===== config.mk =====
export PLATFORM = sky130hd
export DESIGN_NAME = tach_to_servo_controller_top
export DESIGN_NICKNAME = d
export VERILOG_FILES = /design/src/tsc_pkg.sv /design/src/tach_to_servo_controller_top.sv /design/src/tsc_datapath.sv /design/src/tsc_controller.sv
export SDC_FILE = /design/constraint.sdc
export NUM_CORES = 1
export LEC_CHECK = 0
export ABC_AREA = 1
export BUFFER_PORTS_ARGS = -buffer_cell sky130_fd_sc_hd__clkbuf_2
export CORE_ASPECT_RATIO = 1.1
export CORE_MARGIN = 3
export CORE_UTILIZATION = 50
export DETAILED_ROUTE_END_ITERATION = 10
export PLACE_DENSITY = 0.71
export SYNTH_ARGS = -nofsm -noshare
export SYNTH_HDL_FRONTEND = slang
export SYNTH_SLANG_ARGS = --single-unit

===== constraint.sdc =====
create_clock -name clock -period 10.4 [get_ports clock]
set_input_delay 1.04 -clock clock [delete_from_list [all_inputs] [get_ports clock]]
set_output_delay 1.04 -clock clock [all_outputs]
set_load 0.005 [all_outputs]

===== src/tsc_pkg.sv =====
package tsc_pkg;

   localparam logic [7:0] PULSE_FRAME_TICKS    = 8'd15;
   localparam logic [7:0] FAST_CAL_FRAME_TICKS = 8'd128;
   localparam logic [7:0] SLOW_CAL_FRAME_TICKS = 8'd255;
   localparam logic [7:0] REACQUIRE_EDGES      = 8'd200;
   localparam logic [15:0] NOT_CAL             = 16'hFFFF;

   localparam logic [1:0] REQ_START = 2'd0;
   localparam logic [1:0] REQ_TICK  = 2'd1;
   localparam logic [1:0] REQ_EDGE  = 2'd2;
   localparam logic [1:0] REQ_CTRL  = 2'd3;

   localparam logic [1:0] MODE_FAST    = 2'd0;
   localparam logic [1:0] MODE_SLOW    = 2'd1;
   localparam logic [1:0] MODE_NOPULSE = 2'd2;
   localparam logic [1:0] MODE_RUN     = 2'd3;

   localparam logic CSR_FAST = 1'b0;
   localparam logic CSR_SLOW = 1'b1;

   typedef struct packed {
      logic [1:0]  req_type;
      logic [15:0] period;
      logic        button;
      logic        timeout;
      logic        adc_valid;
      logic [7:0]  adc_value;
   } req_type_type;

   typedef struct packed {
      logic        servo_level;
      logic        reload_valid;
      logic [7:0]  reload_value;
      logic        led;
      logic [1:0]  mode_now;
      logic        store_valid;
      logic [15:0] store_fast;
      logic [15:0] store_slow;
   } rsp_type;

   // Commands from the controller to the datapath.
   typedef struct packed {
      logic step;       // apply the transaction's state update
      logic div_start;  // begin a serial division
      logic div_step;   // one quotient bit
      logic scale_go;   // begin scale derivation then division
      logic pulse_sel;  // divider runs for the pulse mapping
   } cmd_type;

   typedef struct packed {
      logic need_scale;  // step needs a span divide
      logic need_pulse;  // step needs a pulse divide
      logic div_done;
   } status_type;

endpackage


===== src/tach_to_servo_controller_top.sv =====
// Tachometer to servo controller. One result transaction follows each request
// transaction. Most requests pass through the decide and step states; a
// control step that maps a period by division, and a start or slow-calibration
// exit that derives the scale, also pass through the load state and the 16-step
// serial divider. A finished result waits in its output register while the next
// request is taken in; the update of that next request holds until the waiting
// result has been accepted. The saved periods are written through the csr_ port
// and take effect on the next start request.
module tach_to_servo_controller_top (
   input  logic                  clock,
   input  logic                  reset,
   input  logic                  req_valid,
   output logic                  req_ready,
   input  tsc_pkg::req_type_type req_data,
   output logic                  rsp_valid,
   input  logic                  rsp_ready,
   output tsc_pkg::rsp_type      rsp_data,
   input  logic                  csr_write_enable,
   input  logic                  csr_index,
   input  logic [15:0]           csr_write_data
);
   import tsc_pkg::*;

   cmd_type    cmd;
   status_type status;

   tsc_controller u_ctrl (
      .clock(clock), .reset(reset), .req_valid(req_valid), .req_ready(req_ready),
      .rsp_valid(rsp_valid), .rsp_ready(rsp_ready), .status(status), .cmd(cmd)
   );

   tsc_datapath u_dp (
      .clock(clock), .reset(reset), .csr_write_enable(csr_write_enable),
      .csr_index(csr_index), .csr_write_data(csr_write_data), .req_data(req_data),
      .req_load(req_valid & req_ready), .cmd(cmd), .status(status),
      .rsp_data(rsp_data)
   );

endmodule


===== src/tsc_datapath.sv =====
module tsc_datapath (
   input  logic                  clock,
   input  logic                  reset,
   input  logic                  csr_write_enable,
   input  logic                  csr_index,
   input  logic [15:0]           csr_write_data,
   input  tsc_pkg::req_type_type req_data,
   input  logic                  req_load,
   input  tsc_pkg::cmd_type      cmd,
   output tsc_pkg::status_type   status,
   output tsc_pkg::rsp_type      rsp_data
);
   import tsc_pkg::*;

   logic [15:0] saved_fast_ff, saved_slow_ff;
   req_type_type req_ff;
   logic [1:0]  mode_ff, mode_in;
   logic [7:0]  frame_count_ff, frame_count_in;
   logic [7:0]  frame_length_ff, frame_length_in;
   logic [7:0]  pulse_ff, pulse_in;
   logic [15:0] latched_ff, latched_in;
   logic        pending_ff, pending_in;
   logic [15:0] fast_ff, fast_in, slow_ff, slow_in;
   logic [8:0]  scale_ff, scale_in;
   logic        mult_ff, mult_in;
   logic [7:0]  edge_count_ff, edge_count_in;
   logic        led_ff, led_in, servo_ff, servo_in;
   rsp_type     rsp_in;

   // Serial restoring divider: numerator, denominator, remainder, bit count.
   logic [15:0] num_ff, num_in;
   logic [15:0] den_ff, den_in;
   logic [16:0] rem_ff, rem_in;
   logic [4:0]  cnt_ff, cnt_in;

   logic [15:0] span, clamped, diff;
   logic [16:0] rem_shift, sum17;
   logic [16:0] product;
   logic        going_pulse;

   always_comb begin
      span = slow_ff - fast_ff;
      clamped = latched_ff;
      if (clamped < fast_ff) clamped = fast_ff;
      if (clamped > slow_ff) clamped = slow_ff;
      diff = (clamped > fast_ff) ? clamped - fast_ff : 16'd0;
      product = {1'b0, diff[7:0]} * scale_ff;
   end

   always_comb begin
      status.need_pulse = (req_ff.req_type == REQ_CTRL) && (mode_ff == MODE_RUN)
         && pending_ff && !mult_ff && (scale_ff != 9'd0);
      going_pulse = 1'b0;
      if (req_ff.req_type == REQ_START)
         going_pulse = (saved_fast_ff != NOT_CAL) && (saved_slow_ff != NOT_CAL);
      else if (req_ff.req_type == REQ_CTRL && mode_ff == MODE_SLOW)
         going_pulse = !req_ff.button && (slow_ff != 16'd0);
      status.need_scale = going_pulse;
      status.div_done = (cnt_ff == 5'd0);
   end

   always_comb begin
      num_in = num_ff;
      den_in = den_ff;
      rem_in = rem_ff;
      cnt_in = cnt_ff;
      rem_shift = {rem_ff[15:0], num_ff[15]};
      if (cmd.div_start) begin
         rem_in = 17'd0;
         cnt_in = 5'd16;
         if (cmd.pulse_sel) begin
            num_in = diff;
            den_in = {7'd0, scale_ff};
         end else begin
            num_in = 16'd256;
            den_in = span;
         end
      end else if (cmd.div_step && cnt_ff != 5'd0) begin
         cnt_in = cnt_ff - 5'd1;
         if (rem_shift >= {1'b0, den_ff}) begin
            rem_in = rem_shift - {1'b0, den_ff};
            num_in = {num_ff[14:0], 1'b1};
         end else begin
            rem_in = rem_shift;
            num_in = {num_ff[14:0], 1'b0};
         end
      end
   end

   always_comb begin
      mode_in = mode_ff;
      frame_count_in = frame_count_ff;
      frame_length_in = frame_length_ff;
      pulse_in = pulse_ff;
      latched_in = latched_ff;
      pending_in = pending_ff;
      fast_in = fast_ff;
      slow_in = slow_ff;
      scale_in = scale_ff;
      mult_in = mult_ff;
      edge_count_in = edge_count_ff;
      led_in = led_ff;
      servo_in = servo_ff;
      rsp_in = '0;
      sum17 = {1'b0, fast_ff} + {1'b0, latched_ff};
      if (cmd.scale_go) begin
         if (req_ff.req_type == REQ_START) begin
            fast_in = saved_fast_ff;
            slow_in = saved_slow_ff;
         end
      end else if (cmd.step) begin
         case (req_ff.req_type)
            REQ_START: begin
               pending_in = 1'b0;
               if (going_pulse) begin
                  mode_in = MODE_RUN;
                  frame_length_in = PULSE_FRAME_TICKS;
               end else begin
                  fast_in = 16'd0;
                  slow_in = 16'd0;
                  mode_in = MODE_FAST;
                  frame_length_in = FAST_CAL_FRAME_TICKS;
               end
            end
            REQ_TICK: begin
               frame_count_in = frame_count_ff + 8'd1;
               if (frame_count_in >= frame_length_ff) begin
                  frame_count_in = 8'd0;
                  servo_in = 1'b1;
               end else if (frame_count_in == 8'd1) begin
                  rsp_in.reload_valid = 1'b1;
                  rsp_in.reload_value = pulse_ff;
               end else if (frame_count_in == 8'd2) begin
                  servo_in = 1'b0;
               end
            end
            REQ_EDGE: begin
               if (!pending_ff) begin
                  latched_in = req_ff.period;
                  pending_in = 1'b1;
               end
            end
            default: begin
               case (mode_ff)
                  MODE_FAST: begin
                     led_in = !(frame_count_ff > (FAST_CAL_FRAME_TICKS >> 2));
                     pending_in = 1'b0;
                     if (req_ff.button) begin
                        if (pending_ff)
                           fast_in = (fast_ff == 16'd0) ? latched_ff : sum17[16:1];
                     end else if (fast_ff != 16'd0) begin
                        mode_in = MODE_SLOW;
                        frame_length_in = SLOW_CAL_FRAME_TICKS;
                     end
                  end
                  MODE_SLOW: begin
                     led_in = !(frame_count_ff > (SLOW_CAL_FRAME_TICKS >> 2));
                     pending_in = 1'b0;
                     sum17 = {1'b0, slow_ff} + {1'b0, latched_ff};
                     if (req_ff.button) begin
                        if (pending_ff)
                           slow_in = (slow_ff == 16'd0) ? latched_ff : sum17[16:1];
                     end else if (slow_ff != 16'd0) begin
                        rsp_in.store_valid = 1'b1;
                        rsp_in.store_fast = fast_ff;
                        rsp_in.store_slow = slow_ff;
                        mode_in = MODE_RUN;
                        frame_length_in = PULSE_FRAME_TICKS;
                     end
                  end
                  MODE_RUN: begin
                     if (pending_ff) begin
                        pending_in = 1'b0;
                        if (mult_ff)
                           pulse_in = (diff[15:8] != 8'd0 || product[16:8] != 9'd0)
                              ? 8'd255 : product[7:0];
                        else if (scale_ff == 9'd0)
                           pulse_in = (diff > 16'd255) ? 8'd255 : diff[7:0];
                        else
                           pulse_in = (num_ff > 16'd255) ? 8'd255 : num_ff[7:0];
                     end else if (req_ff.timeout) begin
                        mode_in = MODE_NOPULSE;
                        edge_count_in = 8'd0;
                     end
                  end
                  default: begin
                     if (pending_ff) begin
                        pending_in = 1'b0;
                        if (edge_count_ff >= REACQUIRE_EDGES)
                           mode_in = MODE_RUN;
                        else
                           edge_count_in = edge_count_ff + 8'd1;
                     end else if (req_ff.timeout) begin
                        edge_count_in = 8'd0;
                     end
                  end
               endcase
               if (req_ff.adc_valid && mode_in != MODE_RUN)
                  pulse_in = req_ff.adc_value;
            end
         endcase
         if (going_pulse) begin
            if (span < 16'd256) begin
               scale_in = (span == 16'd0) ? 9'd256 : num_ff[8:0];
               mult_in = 1'b1;
            end else begin
               scale_in = {1'b0, span[15:8]};
               mult_in = 1'b0;
            end
         end
         rsp_in.servo_level = servo_in;
         rsp_in.led = led_in;
         rsp_in.mode_now = mode_in;
      end
   end

   always_ff @(posedge clock) begin
      if (reset) begin
         saved_fast_ff <= NOT_CAL;
         saved_slow_ff <= NOT_CAL;
         mode_ff <= MODE_FAST;
         frame_count_ff <= 8'd0;
         frame_length_ff <= FAST_CAL_FRAME_TICKS;
         pulse_ff <= 8'd0;
         latched_ff <= 16'd0;
         pending_ff <= 1'b0;
         fast_ff <= 16'd0;
         slow_ff <= 16'd0;
         scale_ff <= 9'd1;
         mult_ff <= 1'b1;
         edge_count_ff <= 8'd0;
         led_ff <= 1'b0;
         servo_ff <= 1'b0;
         cnt_ff <= 5'd0;
      end else begin
         if (csr_write_enable) begin
            if (csr_index == CSR_FAST) saved_fast_ff <= csr_write_data;
            else saved_slow_ff <= csr_write_data;
         end
         mode_ff <= mode_in;
         frame_count_ff <= frame_count_in;
         frame_length_ff <= frame_length_in;
         pulse_ff <= pulse_in;
         latched_ff <= latched_in;
         pending_ff <= pending_in;
         fast_ff <= fast_in;
         slow_ff <= slow_in;
         scale_ff <= scale_in;
         mult_ff <= mult_in;
         edge_count_ff <= edge_count_in;
         led_ff <= led_in;
         servo_ff <= servo_in;
         cnt_ff <= cnt_in;
      end
   end

   always_ff @(posedge clock) begin
      if (req_load) req_ff <= req_data;
      if (cmd.step) rsp_data <= rsp_in;
      num_ff <= num_in;
      den_ff <= den_in;
      rem_ff <= rem_in;
   end

endmodule


===== src/tsc_controller.sv =====
module tsc_controller (
   input  logic                clock,
   input  logic                reset,
   input  logic                req_valid,
   output logic                req_ready,
   output logic                rsp_valid,
   input  logic                rsp_ready,
   input  tsc_pkg::status_type status,
   output tsc_pkg::cmd_type    cmd
);
   import tsc_pkg::*;

   localparam logic [2:0] ST_IDLE   = 3'd0;
   localparam logic [2:0] ST_DECIDE = 3'd1;
   localparam logic [2:0] ST_LOAD   = 3'd2;
   localparam logic [2:0] ST_DIV    = 3'd3;
   localparam logic [2:0] ST_STEP   = 3'd4;

   logic [2:0] state_ff, state_in;
   logic       pulse_ff, pulse_in;
   logic       out_ff, out_in;

   always_comb begin
      state_in = state_ff;
      pulse_in = pulse_ff;
      out_in = out_ff;
      cmd = '0;
      cmd.pulse_sel = pulse_ff;
      req_ready = (state_ff == ST_IDLE);
      if (out_ff && rsp_ready) out_in = 1'b0;
      case (state_ff)
         ST_IDLE: begin
            if (req_valid && req_ready) state_in = ST_DECIDE;
         end
         ST_DECIDE: begin
            if (status.need_scale) begin
               cmd.scale_go = 1'b1;
               pulse_in = 1'b0;
               state_in = ST_LOAD;
            end else if (status.need_pulse) begin
               pulse_in = 1'b1;
               state_in = ST_LOAD;
            end else begin
               state_in = ST_STEP;
            end
         end
         ST_LOAD: begin
            cmd.div_start = 1'b1;
            state_in = ST_DIV;
         end
         ST_DIV: begin
            cmd.div_step = 1'b1;
            if (status.div_done) state_in = ST_STEP;
         end
         ST_STEP: begin
            if (!out_ff || rsp_ready) begin
               cmd.step = 1'b1;
               out_in = 1'b1;
               state_in = ST_IDLE;
            end
         end
         default: state_in = ST_IDLE;
      endcase
      rsp_valid = out_ff;
   end

   always_ff @(posedge clock) begin
      if (reset) begin
         state_ff <= ST_IDLE;
         pulse_ff <= 1'b0;
         out_ff <= 1'b0;
      end else begin
         state_ff <= state_in;
         pulse_ff <= pulse_in;
         out_ff <= out_in;
      end
   end

endmodule

**Word level (Yosys, flattened, before mapping)**

Index checks and enable logic that the tools add are counted.

- Output and inout bits: 48
- Register bits: 260
- Input port bits: 51
- Logic and storage cells: 253

- Reductions and logical operators: 64
- Magnitude comparators: 11
- Equality and inequality tests: 26
- Add/subtract/negate cells: 8
- Multipliers: 1
- Muxes and demuxes: 94
- Bitwise logic cells: 11

Operators with widths:

| operator | count |
|---|---|
| two-way mux 16 bit | 22 |
| two-way mux 8 bit | 18 |
| case mux 16 bit (2 select lines) | 2 |
| zero test 16 bit | 3 |
| case mux 8 bit (2 select lines) | 3 |
| subtractor 16 bit | 3 |
| two-way mux 9 bit | 4 |
| adder 16 x 16 -> 17 bit | 2 |
| two-way mux 33 bit | 1 |
| > comparator 16 bit | 2 |
| > comparator 16 x 8 -> 1 bit, second input constant | 2 |
| inequality test 16 bit, second input constant | 2 |
| nonzero test 16 bit | 2 |
| two-way mux 2 bit | 12 |
| two-way mux 1 bit | 20 |
| nonzero test 2 bit | 9 |
| nonzero test 9 bit | 2 |
| >= comparator 17 x 16 -> 1 bit | 1 |
| multiplier 8 x 9 -> 17 bit | 1 |
| adder 8 x 1 -> 8 bit, second input constant | 2 |
| > comparator 8 x 6 -> 1 bit, second input constant | 2 |
| < comparator 16 bit | 1 |
| < comparator 16 x 9 -> 1 bit, second input constant | 1 |
| two-way mux 3 bit | 5 |
| other kinds (44) | 93 |

**Longest topological paths before layout**

Gate-level depths: netlist (run 1).

- Depth in word-level cells: 14
- Mapped depth: 66
- Gate-level depth less buffers: 64

**Modules after synthesis**

Synthesis (run 1) repeated with hierarchy kept, for this count alone.

- Cell total of the unflattened synthesis: 2598
- Area, all modules: 19092.1 um2

By module, submodules not included:

| module | sequential area each (um2) | times used | area each (um2) | cells each |
|---|---|---|---|---|
| tsc_datapath | 6075.8 | 1 | 18746.7 | 2546 |
| tsc_controller | 100.1 | 1 | 337.8 | 50 |
| tach_to_servo_controller_top | 0.0 | 1 | 7.5 | 2 |

**Worst setup path after synthesis (run 1)**

Ideal clock, no wire load.

- Kind: reg2reg
- Start: register u_dp.fast_ff[1]
- End: register u_dp.pulse_ff[2]
- Setup slack: 1602 ps
- Period minus slack after synthesis: 8798 ps
- Library setup time: 120 ps
- Stages on the path, launching flop included: 61
- Arrival time: 8678 ps
- Path buffers: 3
- Cell sequence: dfxtp_1 inv_1 ha_1 inv_1 a21oi_1 o21bai_1 nand2_1 a21oi_1 nor2_1 nor2_1 o21ai_0 nand3_1 nand2_1 buf_2 nand2_1 o21ai_0 ha_1 inv_1 [25 not listed] fa_1 fa_1 fa_1 inv_1 ha_1 a21oi_1 nor2_1 nor2_1 nor2_1 nor3_1 nand2_1 nand2_1 nand2_1 nor2_1 and2_4 nand2_1 nand3_1 a21oi_1

- Word-level cells in the longest chain between the ends: 14
- Elaborated cells between the ends (all ways): 31

RTL lines:

| element | line | text |
|---|---|---|
| start: declaration | tsc_datapath.sv:23 | `logic [15:0] fast_ff, fast_in, slow_ff, slow_in;` |
| start signal: assignment | tsc_datapath.sv:246 | `fast_ff <= fast_in;` |
| < comparator 16 bit | tsc_datapath.sv:44 | `if (clamped < fast_ff) clamped = fast_ff;` |
| two-way mux 16 bit | tsc_datapath.sv:44 |  |
| > comparator 16 bit | tsc_datapath.sv:45 | `if (clamped > slow_ff) clamped = slow_ff;` |
| two-way mux 16 bit | tsc_datapath.sv:45 |  |
| subtractor 16 bit / > comparator 16 bit (equally long branches) | tsc_datapath.sv:46 | `diff = (clamped > fast_ff) ? clamped - fast_ff : 16'd0;` |
| two-way mux 16 bit | tsc_datapath.sv:46 |  |
| multiplier 8 x 9 -> 17 bit | tsc_datapath.sv:47 | `product = {1'b0, diff[7:0]} * scale_ff;` |
| nonzero test 9 bit | tsc_datapath.sv:175 | `pulse_in = (diff[15:8] != 8'd0 \|\| product[16:8] != 9'd0)` |
| logical OR 1 bit | tsc_datapath.sv:175 |  |
| two-way mux 8 bit | tsc_datapath.sv:176 | `? 8'd255 : product[7:0];` |
| two-way mux 8 bit | tsc_datapath.sv:174 | `if (mult_ff)` |
| two-way mux 8 bit | tsc_datapath.sv:172 | `if (pending_ff) begin` |
| two-way mux 8 bit | tsc_datapath.sv:144 | `case (mode_ff)` |
| two-way mux 8 bit | tsc_datapath.sv:198 | `if (req_ff.adc_valid && mode_in != MODE_RUN)` |
| end signal: assignment | tsc_datapath.sv:243 | `pulse_ff <= pulse_in;` |
| end: declaration | tsc_datapath.sv:20 | `logic [7:0] pulse_ff, pulse_in;` |

Several ways; a longest one is shown, not always the timed one. The select of a mux whose other input is x is not followed.
A chain may end at the register's enable or synchronous reset.

**Final worst setup path (run 1)**

- Start: register u_dp.fast_ff[3]
- End: register u_dp.pulse_ff[0]

The elaborated chain is that of the path after synthesis.

==> results of run 1 <==
==> cell families (layout without fill, tap and decap cells) <==
family | after synthesis | in the layout
buffers and inverters | 460 | 582
adders and majority gates | 212 | 212
and+or+nand+nor | 1154 | 1156
AOI/OAI and AO/OA | 486 | 486
xor gates and xnor gates | 50 | 50
DFF | 255 | 255
==> Yosys cell counts, types with 17 or more instances <==
cell type                  number  share of area, %
sky130_fd_sc_hd__a21oi_1      190               5.0
sky130_fd_sc_hd__fa_1          47               4.9
sky130_fd_sc_hd__o22ai_1       17              0.56
sky130_fd_sc_hd__nand4_1       46               1.5
sky130_fd_sc_hd__edfxtp_1     107                17
sky130_fd_sc_hd__o21ai_0      188               4.9
sky130_fd_sc_hd__clkbuf_1      43              0.85
sky130_fd_sc_hd__dfxtp_1      148                16
sky130_fd_sc_hd__inv_1        382               7.5
sky130_fd_sc_hd__xor2_1        27               1.2
sky130_fd_sc_hd__o211ai_1      23              0.91
sky130_fd_sc_hd__nand2_1      575                11
sky130_fd_sc_hd__nor3_1        34              0.89
sky130_fd_sc_hd__nor2_1       324               6.4
sky130_fd_sc_hd__xnor2_1       23               1.1
sky130_fd_sc_hd__ha_1         165                11
sky130_fd_sc_hd__nand3_1      106               2.8
==> flip-flops by register name (all words and copies together), names as in the netlist, 2 cells and up <==
name,cells
u_dp.rsp_data,46
u_dp.req_ff,29
u_dp.den_ff,16
u_dp.fast_ff,16
u_dp.latched_ff,16
u_dp.num_ff,16
u_dp.rem_ff,16
u_dp.saved_fast_ff,16
u_dp.saved_slow_ff,16
u_dp.slow_ff,16
u_dp.scale_ff,9
u_dp.edge_count_ff,8
u_dp.frame_count_ff,8
u_dp.pulse_ff,8
u_dp.cnt_ff,5
u_ctrl.state_ff,3
u_dp.frame_length_ff,3
u_dp.mode_ff,2
==> placed cells by master (no fill, tap or decap), types with 8 or more instances in the layout <==
master,n
sky130_fd_sc_hd__a21oi_1,189
sky130_fd_sc_hd__edfxtp_1,107
sky130_fd_sc_hd__clkinv_1,9
sky130_fd_sc_hd__xnor2_1,23
sky130_fd_sc_hd__ha_1,164
sky130_fd_sc_hd__o211ai_1,23
sky130_fd_sc_hd__clkbuf_2,98
sky130_fd_sc_hd__nand3_1,106
sky130_fd_sc_hd__nor3_1,33
sky130_fd_sc_hd__nor2_1,321
sky130_fd_sc_hd__dfxtp_1,148
sky130_fd_sc_hd__buf_4,33
sky130_fd_sc_hd__nand4_1,46
sky130_fd_sc_hd__clkbuf_16,29
sky130_fd_sc_hd__xor2_1,27
sky130_fd_sc_hd__nand2_1,574
sky130_fd_sc_hd__nand2_2,16
sky130_fd_sc_hd__nor4_1,8
sky130_fd_sc_hd__o21bai_1,11
sky130_fd_sc_hd__o22ai_1,17
sky130_fd_sc_hd__inv_1,381
sky130_fd_sc_hd__fa_1,47
sky130_fd_sc_hd__nor2_4,10
sky130_fd_sc_hd__inv_2,8
sky130_fd_sc_hd__o21ai_0,188
==> power by group through the flow <==
stage	logic [mW]	clock network (mW)	registers [mW]
after floorplan	0.647	0	1.13
after global placement	0.838	0	1.14
after detailed placement	0.856	0	1.14
after CTS	0.860	1.15	1.12
after global routing	0.991	1.19	1.12
final	0.895	1.13	1.12
==> layer usage <==
layer	share of wire [%]	track usage (%)
met3	6.5	4.21
met5	0.018	0
met1	39	33.4
met4	6.5	15.8
met2	48	47.3
==> per-stage QoR <==
stage          util (%)  instances
2_1_floorplan         -       2617
3_3_place_gp       53.9       3178
3_5_place_dp       53.9       3178
4_1_cts            56.7       3232
5_1_grt            56.8       3235
6_report           56.8       3235
==> layout make-up <==
cell class                      instances  share of cell area (%)
Clock buffer                           35                    3.53
Clock inverter                         19                    1.37
Inverter                              396                    7.01
Multi-Input combinational cell       1904                    52.5
Sequential cell                       255                    29.1
Tap cell                              494                    2.92
Timing Repair Buffer                  132                    3.54
==> how the worst max path moves through the flow <==
| stage | slack [ns] | to | start |
|---|---|---|---|
| CTS | 0.23 | u_dp.pulse_ff[0] | u_dp.fast_ff[3] |
| detailed placement | 0.23 | u_dp.pulse_ff[0] | u_dp.fast_ff[3] |
| floorplan | 1.60 | u_dp.pulse_ff[2] | u_dp.fast_ff[1] |
| global route | 0.03 | u_dp.pulse_ff[0] | u_dp.fast_ff[3] |
| finish | 0.76 | u_dp.pulse_ff[0] | u_dp.fast_ff[3] |
| global placement | 0.52 | u_dp.pulse_ff[0] | u_dp.fast_ff[3] |
==> critical path, delay by kind of cell, from the launching register on <==
family                     cells  cell delay (ns)
adders and majority gates      8             3.59
and+or+nand+nor               27             2.44
AOI/OAI and AO/OA             12             1.99
buffers and inverters         10             1.06
DFF                            1             0.36
==> repair_timing <==
item                                    CTS  global route
endpoints found under the hold margin     0             0
setup buffers                             0             1
endpoints found under the setup margin    0             8
resized for setup                         0            10
==> summary.md, run 1 <==
| Metric | Value |
|---|---|
| CTS Hold Buffers Added | `0` |
| Number of standard-cell rows in the floorplan | `74` |
| Count of endpoints failing setup in the final report | `0` |
| Highest clock frequency the design can meet | `104 MHz` |
| Synth Instances | `2617` |
| Area growth, synth to finish | `11.4%` |
| GRT Total Usage | `27.8%` |
| Number of vias in the routed layout | `18000` |
| Clock Latency Late Sink | `0.58 ns` |
| Fin. Hold Viols | `0` |
| Power Internal | `2.06 mW` |
| Post-detailed-route via-to-cell ratio | `5.56` |
| Power density of the placed cells | `148 nW/um2` |
| Initial core utilization | `51.0%` |
| Unrepaired setup endpoints after global routing | `no` |
| Final worst clock skew | `0.0142 ns` |
| Standard cell core area | `37300 um2` |
| Combinational share of power | `28.5%` |
| I/O pins | `99` |
| Worst slew margin relative to its limit | `33.7%` |
| Register bit count reported by yosys | `255` |
| Worst Hold Endpoint | `u_dp.frame_length_ff[7]` |
| Worst setup path category | `flip-flop to flip-flop` |
| Post-Synth XOR/XNOR Area | `2.30%` |
| Overall routed net length | `56400 um` |
| Synth Net Count | `2880` |
| R2R depth | `57` |
| Arrival time worst endpoint | `10.07 ns` |
| Remaining routing DRC violations | `0` |
| Diodes inserted | `0` |
| Crit start category | `flip-flop` |
| Hold_ws | `0.470 ns` |
| Fraction of layout cells with a size suffix above 1 | `8.94%` |
| Dominant combinational cell family by area after synthesis | `simple AND/OR/NAND/NOR gates` |
| Number of clock sinks seen by CTS | `255` |
| Hold path startpoint | `u_dp.frame_length_ff[7]` |
| Synthesized area divided by synthesized cell count | `7.27 um2` |
| Slack of the worst reg-to-reg path | `0.76 ns` |
| Leakage | `10.0 nW` |
| Async set or reset register ratio after synthesis | `0%` |
| Multi-input logic area | `11100 um2` |
| Most common flop cell mapped by yosys | `sky130_fd_sc_hd__dfxtp_1` |
| PnR worst setup slack | `0.757 ns` |
| Overflow after GRT | `0` |
| Antenna violations before repair | `1` |
| Number of fillers in the final layout | `3473` |
| Port Buf Inserts | `98` |
| Area occupied by registers | `6180 um2` |
| Worst Setup Slack post-DPL | `0.228 ns` |
| Period Utilization, post-route | `92.7%` |
| DPL Wire Length | `43600 um` |
| Result of the run | `finished clean` |
| Compound-cell area share of the yosys netlist | `14.3%` |
| First-pass GRT wire length | `90400 um` |
| Largest voltage drop on the vdd net | `0.000132 V` |
| # nets final | `2981` |
| Maximum fanout along the worst path | `32` |
| Net switching share of the total power | `34.6%` |
| Arithmetic-cell share of the synthesized area counting full adders, half adders and majority gates | `15.8%` |
| Hold path cells | `2` |
| Number of pins with negative max-slew slack in the final report | `0` |
| Number of detailed-routing iterations run before antenna repair | `5` |
| DIE AREA | `40400 um2` |
| Required time of the worst setup path | `10.82 ns` |
| Total cell area at the placement stage | `20100 um2` |
| Count of flip-flops with a built-in enable after synthesis | `107` |
| Wirelength per Cell | `17.4 um` |
| Max-cap check violation count | `0` |
| Clock network fraction of total power | `35.9%` |
| Cell chosen for the clock root | `sky130_fd_sc_hd__clkbuf_16` |
| Endpoint of the worst-slack reg-to-reg timing path | `u_dp.pulse_ff[0]` |
| Setup TNS Final | `0 ns` |
| Starting DRC count in detailed routing | `1414` |
| Endpoint type of the worst setup path | `flip-flop` |
| Multiplexer area fraction after synthesis | `0%` |
| Share of total power in sequential cells | `35.6%` |
| Source of the worst register-to-register timing path | `u_dp.fast_ff[3]` |
| Final critical-path required period | `9.64 ns` |
| Delay of the slowest cell on the worst path | `0.56 ns` |
| Die W | `192 um` |
| DRT antenna net count | `0` |
| CP most frequent cell | `sky130_fd_sc_hd__nand2_1` |
| Pin count of the biggest net entering global routing | `93` |
| Net Sw Power | `1.09 mW` |
| Routability cong. | `1.01` |
| Final Instance Area | `21200 um2` |
| Hold Crit Class | `flip-flop to flip-flop` |
| Die height | `211 um` |
| Seq/Total Area, Yosys | `32.5%` |
| Number of H-tree levels | `1` |
| Overall power consumption | `3.14 mW` |
| CTS clk-pin slew, worst paths | `0.07 ns` |
| Number of global-route vias before repair | `17600` |
| Least-Margin Pin Slew | `0.995 ns` |
| Synth cell types | `65` |
| Area share of and/or/nand/nor cells after synthesis | `25.8%` |
| YS warnings | `0` |
| Worst-path cell with the longest stage delay | `sky130_fd_sc_hd__fa_1` |
| Number of buffers on the longest clock path | `3` |
| TritonCTS clock tree | `done` |
| Clock buffer count from CTS | `29` |
| Post-synthesis instance area | `19000 um2` |
(Power assumes the default switching activity.)
==> inputs of run 2 (changes only) <==
--- a/config.mk
+++ b/config.mk
@@ -8,10 +8,9 @@
 export ABC_AREA = 1
 export BUFFER_PORTS_ARGS = -buffer_cell sky130_fd_sc_hd__clkbuf_2
 export CORE_ASPECT_RATIO = 1.1
-export CORE_MARGIN = 3
 export CORE_UTILIZATION = 50
 export DETAILED_ROUTE_END_ITERATION = 10
-export PLACE_DENSITY = 0.71
+export PLACE_DENSITY = 0.74
 export SYNTH_ARGS = -nofsm -noshare
 export SYNTH_HDL_FRONTEND = slang
 export SYNTH_SLANG_ARGS = --single-unit
==> constraint.sdc (replaced) <==
create_clock -name clock -period 8.55 [get_ports clock]
set_input_delay 0.4275 -clock clock [delete_from_list [all_inputs] [get_ports clock]]
set_output_delay 0.4275 -clock clock [all_outputs]
set_load 0.005 [all_outputs]
==> run 2 against run 1 <==
Net effect: the run now ends with negative setup slack left; via count grew 5.1%; clock power grew 15%; critical path depth shrank 10; worst hold slack lost 0.44 ns; total power grew 31%; global-route usage grew 3.4 points; clock skew grew 0.0034 ns; critical path type unchanged; largest cell class unchanged.
==> summary.md, run 2 (synthesis results as in run 1) <==
| Metric | Value |
|---|---|
| Overall power consumption | `4.11 mW` |
| Wirelength per Cell | `17.8 um` |
| Largest voltage drop on the vdd net | `0.000177 V` |
| Hold Crit Class | `primary input to flip-flop` |
| # nets final | `3180` |
| Most common library cell in the layout ignoring fill and taps | `sky130_fd_sc_hd__nand2_1` |
| Port Buf Inserts | `98` |
| Initial core utilization | `51.0%` |
| Area growth, synth to finish | `25.1%` |
| Clock Latency Late Sink | `0.58 ns` |
| Number of detailed-routing iterations run before antenna repair | `6` |
| Overall routed net length | `61200 um` |
| Routability cong. | `0.980` |
| Hold_ws | `0.0269 ns` |
| First-pass GRT wire length | `95900 um` |
| Overflow after GRT | `0` |
| Flip-flop count of the largest register, all copies and words added | `46` |
| Die W | `188 um` |
| Count of endpoints failing setup in the final report | `8` |
| Required time of the worst setup path | `9.02 ns` |
| GRT Total Usage | `31.1%` |
| Fin. Hold Viols | `0` |
| Number of H-tree levels | `1` |
| Pin count of the biggest net entering global routing | `99` |
| Fraction of layout cells with a size suffix above 1 | `21.4%` |
| Crit start category | `flip-flop` |
| Unrepaired setup endpoints after global routing | `yes` |
| Register with the most flip-flops | `u_dp.rsp_data` |
| Result of the run | `complete, but fails checks` |
| Max-cap check violation count | `0` |
| Remaining routing DRC violations | `0` |
| Number of standard-cell rows in the floorplan | `74` |
| Clock buffer count from CTS | `29` |
| Final critical-path required period | `8.72 ns` |
| Largest registers ranked by flip-flop count | `u_dp.rsp_data x46, u_dp.req_ff x29` |
| Number of buffers on the longest clock path | `3` |
| Endpoint type of the worst setup path | `flip-flop` |
| Final worst clock skew | `0.0176 ns` |
| Number of vias in the routed layout | `18900` |
| Leakage | `11.2 nW` |
| Worst setup path category | `flip-flop to flip-flop` |
| Cell chosen for the clock root | `sky130_fd_sc_hd__clkbuf_16` |
| Arrival time worst endpoint | `9.19 ns` |
| Worst slew margin relative to its limit | `30.9%` |
| Least-Margin Pin Slew | `1.03 ns` |
| Highest-count cells in the layout ignoring fill and taps | `527 x sky130_fd_sc_hd__nand2_1, 358 x sky130_fd_sc_hd__inv_1, 303 x sky130_fd_sc_hd__nor2_1` |
| Highest clock frequency the design can meet | `115 MHz` |
| Period Utilization, post-route | `102%` |
| TritonCTS clock tree | `done` |
| Total cell area at the placement stage | `21300 um2` |
| Power density of the placed cells | `173 nW/um2` |
| Worst Setup Slack post-DPL | `-0.734 ns` |
| Failing checks | `negative setup slack` |
| I/O pins | `99` |
| PnR worst setup slack | `-0.169 ns` |
| Delay of the slowest cell on the worst path | `0.60 ns` |
| Number of clock sinks seen by CTS | `255` |
| Maximum fanout along the worst path | `8` |
| Diodes inserted | `0` |
| Antenna violations before repair | `0` |
| Final Instance Area | `23800 um2` |
| DPL Wire Length | `45900 um` |
| Number of pins with negative max-slew slack in the final report | `0` |
| Standard cell core area | `37300 um2` |
| Post-detailed-route via-to-cell ratio | `5.50` |
| Worst-path cell with the longest stage delay | `sky130_fd_sc_hd__fa_1` |
| DIE AREA | `38800 um2` |
| Number of global-route vias before repair | `18800` |
| Die height | `207 um` |
| CTS clk-pin slew, worst paths | `0.06 ns` |
| Starting DRC count in detailed routing | `1456` |
| DRT antenna net count | `0` |
| Setup TNS Final | `-0.888 ns` |
run 2: changes by cell type in the layout (fill, tap and decap cells not counted), moves of 16 or more:
cell / previous run / this run
sky130_fd_sc_hd__o21ai_0: 188 / 154
sky130_fd_sc_hd__inv_1: 381 / 358
sky130_fd_sc_hd__ha_1: 164 / 138
sky130_fd_sc_hd__o21ai_2: 3 / 21
sky130_fd_sc_hd__ha_4: 0 / 21
sky130_fd_sc_hd__nand2_2: 16 / 49
sky130_fd_sc_hd__buf_4: 33 / 216
sky130_fd_sc_hd__a21oi_1: 189 / 173
sky130_fd_sc_hd__inv_2: 8 / 27
sky130_fd_sc_hd__nand2_1: 574 / 527
sky130_fd_sc_hd__nor2_1: 321 / 303
run 2: worst max-delay path, delay by kind of cell (launching register included):
family	cells	cell delay [ns]
XOR/XNOR	1	0.15
AO/OA/AOI/OAI	6	0.97
flip-flops	1	0.34
adder cells (fa/ha/maj)	9	3.46
AND/OR/NAND/NOR	22	2.54
buffers and inverters	9	1.13
run 2: layout make-up:
type,count,area [um2]
clock buffer,45,880
clock inverter,9,120
fill,3306,13500
inverter,396,1500
multi-input combinational,1902,12100
sequential,255,6180
tap,494,618
timing repair buffer,333,2360
run 2: through the flow:
step | instances | utilization [%]
after floorplan | 2617 | -
after global routing | 3434 | 63.8
after global placement | 3336 | 57.1
after detailed placement | 3336 | 57.1
after CTS | 3416 | 61.8
final | 3434 | 63.8
run 2: layer usage:
| layer | part of all wire [%] | GRT usage (%) | vias up |
|---|---|---|---|
| met5 | 0 | 0 | - |
| met4 | 5.4 | 15.5 | 0 |
| met3 | 6.0 | 4.07 | 189 |
| met1 | 39 | 36.2 | 8863 |
| li1 | - | - | 9178 |
| met2 | 50 | 56.5 | 659 |
run 2: what timing repair did:
item	4_1_cts	5_1_grt
pin swaps	71	118
resized for setup	141	155
cloned	4	0
hold buffers	3	0
buffers inserted	20	20
hold endpoints to repair	3	0
endpoints found under the setup margin	8	8
run 2: path summary, 6_finish.rpt:
kind	start	endpoint	slack [ns]	depth (start not counted)
min	req_data[27]	u_dp.req_ff[27]	0.03	1
max reg2reg	u_dp.fast_ff[9]	u_dp.pulse_ff[1]	-0.17	47
max	u_dp.fast_ff[9]	u_dp.pulse_ff[1]	-0.17	47
min reg2reg	u_dp.rem_ff[13]	u_dp.rem_ff[13]	0.47	2
run 2: where the power goes:
group | internal, mW | total [mW] | switching (mW) | leakage, nW
combinational | 0.570 | 1.46 | 0.886 | 8.53
clock | 0.771 | 1.30 | 0.527 | 0.490
sequential | 1.33 | 1.36 | 0.0311 | 2.20
